[src/hdl/t9ksm_pkg.sv]
`timescale 1ns / 1ps
// ----------------------------------------------------------------------------
// t9ksm_pkg
// Shared types, codes and the keypad digit map for the T9 contact matcher.
// ----------------------------------------------------------------------------
package t9ksm_pkg;

  localparam int MAX_QUERY  = 16;
  localparam int MAX_LINE   = 100;
  localparam int DIGIT_W    = 4;
  localparam int QUERY_W    = MAX_QUERY * DIGIT_W;
  localparam int QLEN_W     = 5;
  localparam int LINE_W     = 7;
  localparam int INDEX_W    = 16;
  localparam int CFG_DATA_W = 64;
  localparam int CFG_IDX_W  = 1;

  localparam logic [7:0] CHAR_NEWLINE = 8'd10;
  localparam logic [7:0] CHAR_PLUS    = 8'd43;
  localparam logic [7:0] CHAR_ZERO    = 8'd48;
  localparam logic [7:0] CHAR_NINE    = 8'd57;
  localparam logic [7:0] CHAR_UPPER_A = 8'd65;
  localparam logic [7:0] CHAR_UPPER_Z = 8'd90;
  localparam logic [7:0] CHAR_LOWER_A = 8'd97;
  localparam logic [7:0] CHAR_LOWER_Z = 8'd122;

  localparam logic [DIGIT_W-1:0] NO_DIGIT = 4'd15;

  localparam logic [CFG_IDX_W-1:0] REG_QUERY_DIGITS = 1'd0;
  localparam logic [CFG_IDX_W-1:0] REG_QUERY_LENGTH = 1'd1;

  localparam logic OP_CHAR = 1'b0;
  localparam logic OP_END  = 1'b1;

  typedef enum logic [1:0] {
    KIND_RECORD   = 2'd0,
    KIND_TOO_LONG = 2'd1,
    KIND_SUMMARY  = 2'd2
  } kind_t;

  typedef struct packed {
    kind_t              kind;
    logic [INDEX_W-1:0] record_index;
    logic               matched;
    logic               any_found;
  } result_t;

  localparam logic [DIGIT_W-1:0] KEYPAD [26] = '{
    4'd2, 4'd2, 4'd2, 4'd3, 4'd3, 4'd3, 4'd4, 4'd4, 4'd4, 4'd5, 4'd5, 4'd5, 4'd6,
    4'd6, 4'd6, 4'd7, 4'd7, 4'd7, 4'd7, 4'd8, 4'd8, 4'd8, 4'd9, 4'd9, 4'd9, 4'd9
  };

  // Keypad digit of a byte; NO_DIGIT for anything that matches nothing.
  function automatic logic [DIGIT_W-1:0] to_digit(input logic [7:0] c,
                                                  input logic number_line);
    logic [7:0]         up_off;
    logic [7:0]         lo_off;
    logic [DIGIT_W-1:0] d;
    up_off = c - CHAR_UPPER_A;
    lo_off = c - CHAR_LOWER_A;
    d      = NO_DIGIT;
    if (c == CHAR_PLUS) begin
      d = '0;
    end else if (number_line) begin
      if (c >= CHAR_ZERO && c <= CHAR_NINE) begin
        d = DIGIT_W'(c - CHAR_ZERO);
      end
    end else if (c >= CHAR_UPPER_A && c <= CHAR_UPPER_Z) begin
      d = KEYPAD[up_off[4:0]];
    end else if (c >= CHAR_LOWER_A && c <= CHAR_LOWER_Z) begin
      d = KEYPAD[lo_off[4:0]];
    end
    return d;
  endfunction

endpackage

[src/hdl/t9ksm_ifs.sv]
`timescale 1ns / 1ps
// ----------------------------------------------------------------------------
// t9ksm channel interfaces
// Valid/ready channels for stream bytes in and match results out.
// ----------------------------------------------------------------------------
interface t9ksm_in_if;
  logic       valid;
  logic       ready;
  logic       op;
  logic [7:0] char_byte;

  modport source (output valid, output op, output char_byte, input ready);
  modport sink   (input valid, input op, input char_byte, output ready);
endinterface

interface t9ksm_out_if;
  t9ksm_pkg::kind_t                       kind;
  logic                                   valid;
  logic                                   ready;
  logic [t9ksm_pkg::INDEX_W-1:0]          record_index;
  logic                                   matched;
  logic                                   any_found;

  modport source (output valid, output kind, output record_index, output matched,
                  output any_found, input ready);
  modport sink   (input valid, input kind, input record_index, input matched,
                  input any_found, output ready);
endinterface

[src/hdl/t9_keypad_substring_match.sv]
`timescale 1ns / 1ps
// ----------------------------------------------------------------------------
// t9_keypad_substring_match
// T9 contact search: keypad-digit substring match over name/number records.
// ----------------------------------------------------------------------------
// Each accepted request is one byte of the contact list (or an end-of-input
// marker) and is handled in the cycle it is taken: one request per clock
// while ready is high, set by the shift-and update of the 16-bit match vector. A
// number line's newline yields a record result; end of input yields an
// optional last record plus the summary, then the block halts until reset,
// still taking requests but producing nothing. Results go through a
// four-entry queue; input ready drops only while that queue holds more than
// two results. The query registers may only be written while idle.
module t9_keypad_substring_match (
  input  logic                                   clk,
  input  logic                                   rst,
  input  logic                                   cfg_we,
  input  logic [t9ksm_pkg::CFG_IDX_W-1:0]        cfg_index,
  input  logic [t9ksm_pkg::CFG_DATA_W-1:0]       cfg_data,
  t9ksm_in_if.sink                               in_ch,
  t9ksm_out_if.source                            out_ch
);
  import t9ksm_pkg::*;

  logic [QUERY_W-1:0]   query_digits;
  logic [QLEN_W-1:0]    query_length;

  logic [MAX_QUERY-1:0] match_vec;
  logic                 name_matched;
  logic                 number_matched;
  logic                 on_number_line;
  logic [LINE_W-1:0]    line_length;
  logic [INDEX_W-1:0]   record_count;
  logic                 found_flag;
  logic                 halted;

  logic [MAX_QUERY-1:0] match_vec_next;
  logic                 name_matched_next;
  logic                 number_matched_next;
  logic                 on_number_line_next;
  logic [LINE_W-1:0]    line_length_next;
  logic [INDEX_W-1:0]   record_count_next;
  logic                 found_flag_next;
  logic                 halted_next;

  logic                 accept;
  logic [QLEN_W-1:0]    eff_len;
  logic                 len_zero;
  logic [DIGIT_W-1:0]   digit;
  logic [MAX_QUERY-1:0] digit_mask;
  logic [MAX_QUERY-1:0] shifted_vec;
  logic [3:0]           tail_bit;
  logic                 line_hit;
  logic                 rec_matched;
  logic                 rec_found;

  logic                 push_first;
  logic                 push_second;
  result_t              first_data;
  result_t              second_data;
  logic                 room_for_two;
  result_t              out_data;

  assign accept       = in_ch.valid && in_ch.ready;
  assign in_ch.ready  = room_for_two;

  assign eff_len  = (query_length > QLEN_W'(MAX_QUERY)) ? QLEN_W'(MAX_QUERY) : query_length;
  assign len_zero = (eff_len == '0);
  assign digit    = to_digit(in_ch.char_byte, on_number_line);
  assign tail_bit = 4'(eff_len - QLEN_W'(1));

  always_comb begin
    for (int i = 0; i < MAX_QUERY; i++) begin
      digit_mask[i] = (QLEN_W'(i) < eff_len) && (digit != NO_DIGIT) &&
                      (query_digits[DIGIT_W*i +: DIGIT_W] == digit);
    end
  end

  assign shifted_vec = {match_vec[MAX_QUERY-2:0], 1'b1} & digit_mask;
  assign line_hit    = !len_zero && shifted_vec[tail_bit];

  // Record outcome if this request closes a number line
  assign rec_matched = name_matched || number_matched || len_zero;
  assign rec_found   = found_flag || rec_matched;

  always_comb begin
    match_vec_next      = match_vec;
    name_matched_next   = name_matched;
    number_matched_next = number_matched;
    on_number_line_next = on_number_line;
    line_length_next    = line_length;
    record_count_next   = record_count;
    found_flag_next     = found_flag;
    halted_next         = halted;
    push_first          = 1'b0;
    push_second         = 1'b0;
    first_data          = '{kind: KIND_RECORD, record_index: record_count,
                            matched: rec_matched, any_found: rec_found};
    second_data         = '{kind: KIND_SUMMARY, record_index: record_count + 16'd1,
                            matched: 1'b0, any_found: rec_found};

    if (accept && !halted) begin
      priority if (in_ch.op == OP_END) begin
        halted_next = 1'b1;
        if (on_number_line && line_length != '0) begin
          push_first          = 1'b1;
          push_second         = 1'b1;
          found_flag_next     = rec_found;
          record_count_next   = record_count + 16'd1;
          name_matched_next   = 1'b0;
          number_matched_next = 1'b0;
        end else begin
          push_first = 1'b1;
          first_data = '{kind: KIND_SUMMARY, record_index: record_count,
                         matched: 1'b0, any_found: found_flag || len_zero};
        end
      end else if (in_ch.char_byte == CHAR_NEWLINE) begin
        if (on_number_line) begin
          push_first          = 1'b1;
          found_flag_next     = rec_found;
          record_count_next   = record_count + 16'd1;
          name_matched_next   = 1'b0;
          number_matched_next = 1'b0;
        end
        match_vec_next      = '0;
        line_length_next    = '0;
        on_number_line_next = !on_number_line;
      end else if (line_length >= LINE_W'(MAX_LINE)) begin
        push_first  = 1'b1;
        halted_next = 1'b1;
        first_data  = '{kind: KIND_TOO_LONG, record_index: record_count,
                        matched: 1'b0, any_found: found_flag || len_zero};
      end else begin
        line_length_next = line_length + LINE_W'(1);
        match_vec_next   = shifted_vec;
        if (line_hit) begin
          if (on_number_line) begin
            number_matched_next = 1'b1;
          end else begin
            name_matched_next = 1'b1;
          end
        end
      end
    end
  end

  always_ff @(posedge clk) begin
    if (rst) begin
      query_digits   <= '0;
      query_length   <= '0;
      match_vec      <= '0;
      name_matched   <= 1'b0;
      number_matched <= 1'b0;
      on_number_line <= 1'b0;
      line_length    <= '0;
      record_count   <= '0;
      found_flag     <= 1'b0;
      halted         <= 1'b0;
    end else begin
      if (cfg_we) begin
        unique case (cfg_index)
          REG_QUERY_DIGITS: query_digits <= cfg_data[QUERY_W-1:0];
          REG_QUERY_LENGTH: query_length <= cfg_data[QLEN_W-1:0];
          default: ;
        endcase
      end
      match_vec      <= match_vec_next;
      name_matched   <= name_matched_next;
      number_matched <= number_matched_next;
      on_number_line <= on_number_line_next;
      line_length    <= line_length_next;
      record_count   <= record_count_next;
      found_flag     <= found_flag_next;
      halted         <= halted_next;
    end
  end

  t9ksm_result_fifo u_result_fifo (
    .clk          (clk),
    .rst          (rst),
    .push_first   (push_first),
    .push_second  (push_second),
    .first_data   (first_data),
    .second_data  (second_data),
    .room_for_two (room_for_two),
    .out_valid    (out_ch.valid),
    .out_ready    (out_ch.ready),
    .out_data     (out_data)
  );

  assign out_ch.kind         = out_data.kind;
  assign out_ch.record_index = out_data.record_index;
  assign out_ch.matched      = out_data.matched;
  assign out_ch.any_found    = out_data.any_found;
endmodule

[src/hdl/t9ksm_result_fifo.sv]
`timescale 1ns / 1ps
// ----------------------------------------------------------------------------
// t9ksm_result_fifo
// Four-entry result queue taking up to two results per cycle, one out.
// ----------------------------------------------------------------------------
module t9ksm_result_fifo (
  input  logic                clk,
  input  logic                rst,
  input  logic                push_first,
  input  logic                push_second,
  input  t9ksm_pkg::result_t  first_data,
  input  t9ksm_pkg::result_t  second_data,
  output logic                room_for_two,
  output logic                out_valid,
  input  logic                out_ready,
  output t9ksm_pkg::result_t  out_data
);
  import t9ksm_pkg::*;

  result_t    entries [4];
  logic [1:0] wr_ptr;
  logic [1:0] rd_ptr;
  logic [2:0] count;
  logic [2:0] count_next;
  logic [1:0] wr_ptr_next;
  logic       pop;

  assign pop          = out_valid && out_ready;
  assign out_valid    = (count != 3'd0);
  assign out_data     = entries[rd_ptr];
  assign room_for_two = (count <= 3'd2);

  always_comb begin
    count_next  = count + {2'b0, push_first} + {2'b0, push_second} - {2'b0, pop};
    wr_ptr_next = wr_ptr + {1'b0, push_first} + {1'b0, push_second};
  end

  always_ff @(posedge clk) begin
    if (push_first) begin
      entries[wr_ptr] <= first_data;
    end
    if (push_second) begin
      entries[wr_ptr + 2'd1] <= second_data;
    end
  end

  always_ff @(posedge clk) begin
    if (rst) begin
      wr_ptr <= '0;
      rd_ptr <= '0;
      count  <= '0;
    end else begin
      wr_ptr <= wr_ptr_next;
      count  <= count_next;
      if (pop) begin
        rd_ptr <= rd_ptr + 2'd1;
      end
    end
  end
endmodule
[src/flat_wrapper.sv]
// flat-port wrapper written by rule: the top's interface ports become plain ports
module t9_keypad_substring_match_flat import t9ksm_pkg::*;
  (clk, rst, cfg_we, cfg_index, cfg_data, in_ch_valid, in_ch_op, in_ch_char_byte, in_ch_ready, out_ch_valid, out_ch_kind, out_ch_record_index, out_ch_matched, out_ch_any_found, out_ch_ready);
  t9ksm_in_if in_ch_i ();
  t9ksm_out_if out_ch_i ();
  input  logic clk;
  input  logic rst;
  input  logic cfg_we;
  input  logic [t9ksm_pkg::CFG_IDX_W-1:0] cfg_index;
  input  logic [t9ksm_pkg::CFG_DATA_W-1:0] cfg_data;
  input wire logic [$bits(in_ch_i.valid)-1:0] in_ch_valid;
  input wire logic [$bits(in_ch_i.op)-1:0] in_ch_op;
  input wire logic [$bits(in_ch_i.char_byte)-1:0] in_ch_char_byte;
  output wire logic [$bits(in_ch_i.ready)-1:0] in_ch_ready;
  output wire logic [$bits(out_ch_i.valid)-1:0] out_ch_valid;
  output wire logic [$bits(out_ch_i.kind)-1:0] out_ch_kind;
  output wire logic [$bits(out_ch_i.record_index)-1:0] out_ch_record_index;
  output wire logic [$bits(out_ch_i.matched)-1:0] out_ch_matched;
  output wire logic [$bits(out_ch_i.any_found)-1:0] out_ch_any_found;
  input wire logic [$bits(out_ch_i.ready)-1:0] out_ch_ready;
  assign in_ch_i.valid = in_ch_valid;
  assign in_ch_i.op = in_ch_op;
  assign in_ch_i.char_byte = in_ch_char_byte;
  assign in_ch_ready = in_ch_i.ready;
  assign out_ch_valid = out_ch_i.valid;
  assign out_ch_kind = out_ch_i.kind;
  assign out_ch_record_index = out_ch_i.record_index;
  assign out_ch_matched = out_ch_i.matched;
  assign out_ch_any_found = out_ch_i.any_found;
  assign out_ch_i.ready = out_ch_ready;
  t9_keypad_substring_match u_core (.clk(clk), .rst(rst), .cfg_we(cfg_we), .cfg_index(cfg_index), .cfg_data(cfg_data), .in_ch(in_ch_i), .out_ch(out_ch_i));
endmodule
[config.mk]
export PLATFORM = sky130hd
export DESIGN_NAME = t9_keypad_substring_match_flat
export DESIGN_NICKNAME = d
export VERILOG_FILES = /design/src/hdl/t9ksm_pkg.sv /design/src/hdl/t9ksm_ifs.sv /design/src/hdl/t9_keypad_substring_match.sv /design/src/hdl/t9ksm_result_fifo.sv /design/src/flat_wrapper.sv
export SDC_FILE = /design/constraint.sdc
export NUM_CORES = 1
export LEC_CHECK = 0
export BUFFER_PORTS_ARGS = -buffer_cell sky130_fd_sc_hd__buf_2
export CORE_MARGIN = 2
export CORE_UTILIZATION = 65
export DETAILED_ROUTE_END_ITERATION = 12
export HOLD_SLACK_MARGIN = 0.15
export PLACE_DENSITY_LB_ADDON = 0.15
export SYNTH_ARGS = -nofsm -noshare
export SYNTH_HDL_FRONTEND = slang
export SYNTH_HIERARCHICAL = 1
export SYNTH_SLANG_ARGS = --single-unit
[constraint.sdc]
create_clock -name clk -period 6.9 [get_ports clk]
set_input_delay 1.035 -clock clk [delete_from_list [all_inputs] [get_ports clk]]
set_output_delay 1.035 -clock clk [all_outputs]
set_load 0.05 [all_outputs]
# Word level (Yosys, flattened, before mapping)

Memories as Yosys holds them, arrays and structs flattened. A register that Yosys moved wholly into a read port is not among the register bits.
Cells that the tools add are included.

Mux-type cells: 58
$lt $le $gt $ge: 28
Reductions and logical operators: 62
Bitwise logic cells: 5
Equality and inequality tests: 25
Add/subtract/negate cells: 13

Operators with widths:

| operator                | number |
|---|---|
| $mux W20                | 4 |
| $eq A4 B4 Y1            | 16 |
| $mux W16                | 4 |
| $logic_and A1 B1 Y1     | 40 |
| $lt A4 B5 Y1 const A    | 8 |
| $mux W4                 | 9 |
| $mux W1                 | 32 |
| $mux W15                | 2 |
| $lt A3 B5 Y1 const A    | 4 |
| $mux W19                | 1 |
| $add A16 B1 Y16 const B | 1 |
| $and A16 B16 Y16        | 1 |
| $ge A8 B7 Y1 const B    | 2 |
| $le A8 B7 Y1 const B    | 2 |
| $mux W7                 | 2 |
| $ge A6 B6 Y1 const B    | 2 |
| $not A5 Y6              | 2 |
| $lt A1 B5 Y1 const A    | 2 |
| $lt A2 B5 Y1 const A    | 2 |
| $sub A5 B1 Y5 const B   | 2 |
| $reduce_and A3 Y1       | 3 |
| $eq A8 B4 Y1 const B    | 1 |
| $eq A8 B6 Y1 const B    | 1 |
| $ge A8 B6 Y1 const B    | 1 |
| other kinds (30)        | 47 |

Logic and storage cells: 207
Output and inout port bits: 22
Memory bits (read-only): 256
Bits in registers: 119
Memories kept: 3
Input port bits: 79
RAM bits: 80

Memory list:

| memory                       | words | width | read ports | clocked after memory_dff | wr ports | RTL line                | source |
|---|---|---|---|---|---|---|---|
| (name not given)             | 32    | 4     | 1          | 0                        | 0        | t9ksm_pkg.sv:71         | `d = KEYPAD[lo_off[4:0]];` |
| (name not given)             | 32    | 4     | 1          | 0                        | 0        | t9ksm_pkg.sv:69         | `d = KEYPAD[up_off[4:0]];` |
| u_core.u_result_fifo.entries | 4     | 20    | 1          | 1                        | 2        | t9ksm_result_fifo.sv:20 | `result_t entries [4];` |

# Logic depth before layout (Yosys ltp)

Word-level depth: 20
Mapped depth: 17
Depth with buffers taken out: 14

# Modules after synthesis

Netlist, hierarchy kept.

By module, submodules not included:

| module                    | area an instance (µm²) | instances | seq. area each (µm²) | cells each |
|---|---|---|---|---|
| t9_keypad_substring_match | 6,333.6                | 1         | 2,242.2              | 830 |
| t9ksm_result_fifo         | 4,302.9                | 1         | 2,582.5              | 242 |

# Least setup slack after synthesis

OpenSTA, ideal clock, no wires.

Path type: input -> register
Start point: in in_ch_char_byte[0]
End point: reg u_core.name_matched
Data required time: 6,805 ps
Buffers on the path: 2
Path slack: 2,246 ps
Setup time: 95 ps
Stages on the path: 15
Data arrival time: 4,559 ps
Cell sequence: buf_2 -> inv_1 -> ha_1 -> inv_1 -> ha_1 -> buf_1 -> or4_4 -> mux2i_4 -> o221ai_2 -> or3b_1 -> a211oi_2 -> a311oi_1 -> or4_1 -> or4_1 -> o311ai_1

Longest elaborated chain between the ends: 18
Elaborated cells on any way between the ends: 87
Those cells by class: add/sub (3); order compare (6); eq/ne (22); mux (13); bitwise (3); reduce/logical (38); memory (2)

Ends and longest elaborated chain:

| item                                        | RTL line                         | source |
|---|---|---|
| start: declaration                          | flat_wrapper.sv:13               | `input wire logic [$bits(in_ch_i.char_byte)-1:0] in_ch_char_byte;` |
| $sub A5 B1 Y5                               | t9ksm_pkg.sv:59, t9ksm_pkg.sv:60 |  |
| $not A5 Y6 (implied by the code)            | t9ksm_pkg.sv:69, t9ksm_pkg.sv:71 |  |
| $mem_v2 Z32 W4                              | -                                |  |
| $mux W4 (implied by the code) (2 in series) | t9ksm_pkg.sv:71                  |  |
| $mux W4                                     | t9ksm_pkg.sv:70                  | `end else if (c >= CHAR_LOWER_A && c <= CHAR_LOWER_Z) begin` |
| $mux W4                                     | t9ksm_pkg.sv:68                  | `end else if (c >= CHAR_UPPER_A && c <= CHAR_UPPER_Z) begin` |
| $mux W4                                     | t9ksm_pkg.sv:64                  | `end else if (number_line) begin` |
| $mux W4                                     | t9ksm_pkg.sv:62                  | `if (c == CHAR_PLUS) begin` |
| $ne A4 B4 Y1                                | t9_keypad_substring_match.sv:74  | `digit_mask[i] = (QLEN_W'(i) < eff_len) && (digit != NO_DIGIT) &&` |
| $logic_and A1 B1 Y1 (2 in series)           | t9_keypad_substring_match.sv:74  |  |
| $and A16 B16 Y16                            | t9_keypad_substring_match.sv:79  | `assign shifted_vec = {match_vec[MAX_QUERY-2:0], 1'b1} & digit_mask;` |
| $bmux W1 S4                                 | t9_keypad_substring_match.sv:80  | `assign line_hit = !len_zero && shifted_vec[tail_bit];` |
| $mux W1 (implied by the code)               | t9_keypad_substring_match.sv:80  |  |
| $logic_and A1 B1 Y1                         | t9_keypad_substring_match.sv:80  |  |
| $reduce_bool A3 Y1 (no line)                | -                                |  |
| $reduce_and A6 Y1 (no line)                 | -                                |  |
| end signal: assignment                      | t9_keypad_substring_match.sv:168 | `name_matched <= name_matched_next;` |
| end: declaration                            | t9_keypad_substring_match.sv:29  | `logic name_matched;` |

Parallel ways exist; a longest one is shown, timed or not. The select of a mux whose other input is x is not followed.
A chain may end at the register's enable or synchronous reset.

# Worst setup path in the final report

Start point: in in_ch_char_byte[1]
End point: reg u_core.name_matched

The elaborated chain is that of the path after synthesis.

==> impl_metrics.csv <==
group,metric,value,unit
sta,final.setup.tns,0,ps
global_route,antenna_found_initial,0,
synthesis,synthFlopType,"dfxtp_1",
detailed_routing,detail-route-antenna-nets,0,
clock_network,clock_path_buffers,3,
run_status,status,"completed",
power,pwr-share-seq,43.2,%
power,internal-power,0.00217,W
power,pwr-share-comb,21.9,%
setup_path,cpPeakStageDelay,530,ps
placement,dpl_cell_area,11300,um^2
power,powerDensity,261,nW/um^2
setup_path,crit_chain,"buf_2, inv_1, ha_1, inv_1, ha_1, o21ai_0, mux2i_1, a211oi_1, o21ai_2, xnor2_1, nor4b_1, a21oi_1, or4_1, or4_1, o311ai_1",
cells_and_area,area_growth,12.4,%
cells_and_area,fill_cells,1137,
global_route,grt_first_pass_wirelength,40000,um
sta,drv_slew,0,
synthesis,synth-edff-count,80,
placement,portBuffers,100,
sta,fin_crit,4680,ps
sta,rsz0062_at_grt,"no",
power,p_sw,0.000947,W
synthesis,synth_warnings,6,
global_route,grt_pass1_vias,7685,
detailed_routing,drc,0,
detailed_routing,drt_iter0_drc,562,
synthesis,yosysTopAreaCell,"dfxtp_1",
clock_network,cts-htree-levels,1,
placement,gp_congestion,0.897,
floorplanning,core,15900,um^2
placement,dpl.hpwl,16900,um
detailed_routing,wire_per_inst,18.0,um
synthesis,synth_seq_cells,201,
setup_path,required,7300,ps
synthesis,syn_inst,1072,
setup_path,critPathSlowestCell,"a211oi_1",
clock_network,cts_root_buffer,"clkbuf_16",
setup_path,end_kind,"register",
global_route,grt_usage,28.3,%
detailed_routing,wirelength,25000,um
detailed_routing,viasPerCell,5.89,
sta,fmax,214,MHz
setup_path,worstPathArrival,5080,ps
sta,finalSetupViolCount,0,
clock_network,clock_latency,500,ps
floorplanning,dieArea,17400,um^2
synthesis,avgSynthCellArea,9.92,um^2
power,total_power,0.00312,W
global_route,grt_max_degree,87,
power,clockPowerShare,34.8,%
detailed_routing,num_vias,8159,
clock_network,cts_sinks,201,
clock_network,clk_pin_slew_worst_paths,60,ps
cells_and_area,nets,1250,
synthesis,ys_top_cells_by_area,"dfxtp_1 (23%), edfxtp_1 (23%), mux2_2 (8.8%)",
global_route,overflow,0,
clock_network,ctsResizeCount,0,
sta,hold_violations,0,
floorplanning,die_h,132,um
sta,slew_headroom,18.9,%
cells_and_area,drive_above_1_share,23.0,%
sta,tightestPinTransition,1210,ps
clock_network,cts_tree,"done",
setup_path,crit_type,"primary input to register",
synthesis,synth_common_cells,"nand2_1 (192), dfxtp_1 (121), a21oi_1 (89)",
power,irDropWorstVdd,0.000198,V
cells_and_area,final_area,12000,um^2
setup_path,cp-start-kind,"primary input",
detailed_routing,drtPass1Iterations,5,
run,maxCapViolations,0,
synthesis,ys_types,79,
sta,fin_worst_skew,10.7,ps
min_path,hold_path.class,"register to register",
synthesis,ys_async_sr_fraction,0,%
power,p_leak,4.52,nW
synthesis,synth.most_common_cell,"nand2_1",
clock_network,cts_setup_buffers,0,
power,switching_share,30.4,%
setup_path,cp_max_fo,15,
floorplanning,die_w,132,um
synthesis,synth_seq_area_share,45.4,%
sta,fin_crit_sh,67.8,%
synthesis,synth.cell_area,10600,um^2
clock_network,holdBufCountCts,0,
clock_network,numCtsBuffers,21,
floorplanning,initial_utilization,66.7,%
synthesis,synth_top_area_share,22.8,%
floorplanning,rows,46,
cells_and_area,antennaDiodeCount,0,
floorplanning,ios,101,
## flip-flops by register name (all words and copies together) (netlist names), named ones only
name,cells
u_core/found_flag,1
u_core/halted,1
u_core/line_length,7
u_core/match_vec,15
u_core/name_matched,1
u_core/number_matched,1
u_core/on_number_line,1
u_core/query_digits,64
u_core/query_length,5
u_core/record_count,16
u_core/u_result_fifo/count,3
u_core/u_result_fifo/entries,80
u_core/u_result_fifo/rd_ptr,2
u_core/u_result_fifo/wr_ptr,2
## critical path, delay by kind of cell
family / cells / cell delay [ps]
simple gates: 3 / 1360
xor+xnor: 1 / 240
buf+inv: 3 / 360
mux: 1 / 110
fa+ha+maj: 2 / 620
compound gates: 5 / 1350
## routing by layer
layer / GRT usage (%) / share of wire (%) / wire length (um)
met5: 0 / 0 / 0
met4: 10.1 / 2.9 / 735
met3: 3.42 / 4.7 / 1170
met2: 48.2 / 49 / 12200
met1: 37.4 / 44 / 10900
## logic make-up after synthesis
kind of cell | Yosys count | synth area share (%)
xor+xnor | 84 | 7.09
simple gates | 410 | 18.3
mux | 108 | 13.6
flops | 201 | 45.4
other cells | 2 | 0.0706
buf+inv | 78 | 3.11
fa+ha+maj | 15 | 1.98
compound gates | 174 | 10.5
## cell type report
type	instances	area, um^2	area share (%)
multi-input combinational	803	5540	46.3
sequential	201	4820	40.4
timing repair buffer	114	608	5.09
clock buffer	24	537	4.49
tap	216	270	2.26
clock inverter	13	119	0.994
inverter	15	56.3	0.471
## path summary, 6_finish.rpt
path,start,end,slack [ps],depth (start not counted)
worst max-delay path,in_ch_char_byte[1],u_core/name_matched,2220,15
worst min register to register,u_core/match_vec[12],u_core/match_vec[12],460,2
worst max register to register,u_core/on_number_line,u_core/name_matched,2950,10
worst min-delay path,u_core/match_vec[12],u_core/match_vec[12],460,2
## stage by stage
step / setup slack, ps / hold WS, ps / cells / utilization [%]
2_1_floorplan: 2250 / 424 / 1082 / -
3_3_place_gp: 1780 / 439 / 1349 / 70.9
3_5_place_dp: 1770 / 446 / 1349 / 70.9
4_1_cts: 2250 / 453 / 1386 / 75.0
5_1_grt: 1860 / 475 / 1386 / 75.0
6_report: 2220 / 456 / 1386 / 75.0
## layout by cell type, fill, tap and decap left out, drive strengths merged, types with 4 or more instances in the layout
master	synthesis	layout
nand2	192	192
dfxtp	121	121
buf	26	114
a21oi	89	89
mux2	84	84
edfxtp	80	80
nor2	69	69
xnor2	48	48
xor2	36	36
nand3	30	30
clkbuf	37	24
mux4	20	20
o21ai	17	17
inv	15	16
nand2b	14	14
nor2b	14	14
and3	13	13
ha	12	12
conb	2	12
nor3	11	11
nand4	11	11
clkinv	0	10
or3	8	8
nor3b	8	8
a211oi	8	8
and2	7	7
or2	7	7
nor4	6	6
o32ai	6	6
or4	6	6
nor4b	4	4
a31oi	4	4
a21boi	4	4
a22oi	4	4
mux2i	4	4
## power by group through the flow
stage          logic, W  clock network [W]  registers, W
2_1_floorplan  0.000545                  0       0.00135
3_3_place_gp   0.000671                  0       0.00137
3_5_place_dp   0.000680                  0       0.00137
4_1_cts        0.000687            0.00110       0.00135
5_1_grt        0.000734            0.00115       0.00135
6_report       0.000684            0.00109       0.00135
No activity file was read; power rests on OpenSTA's default activity.
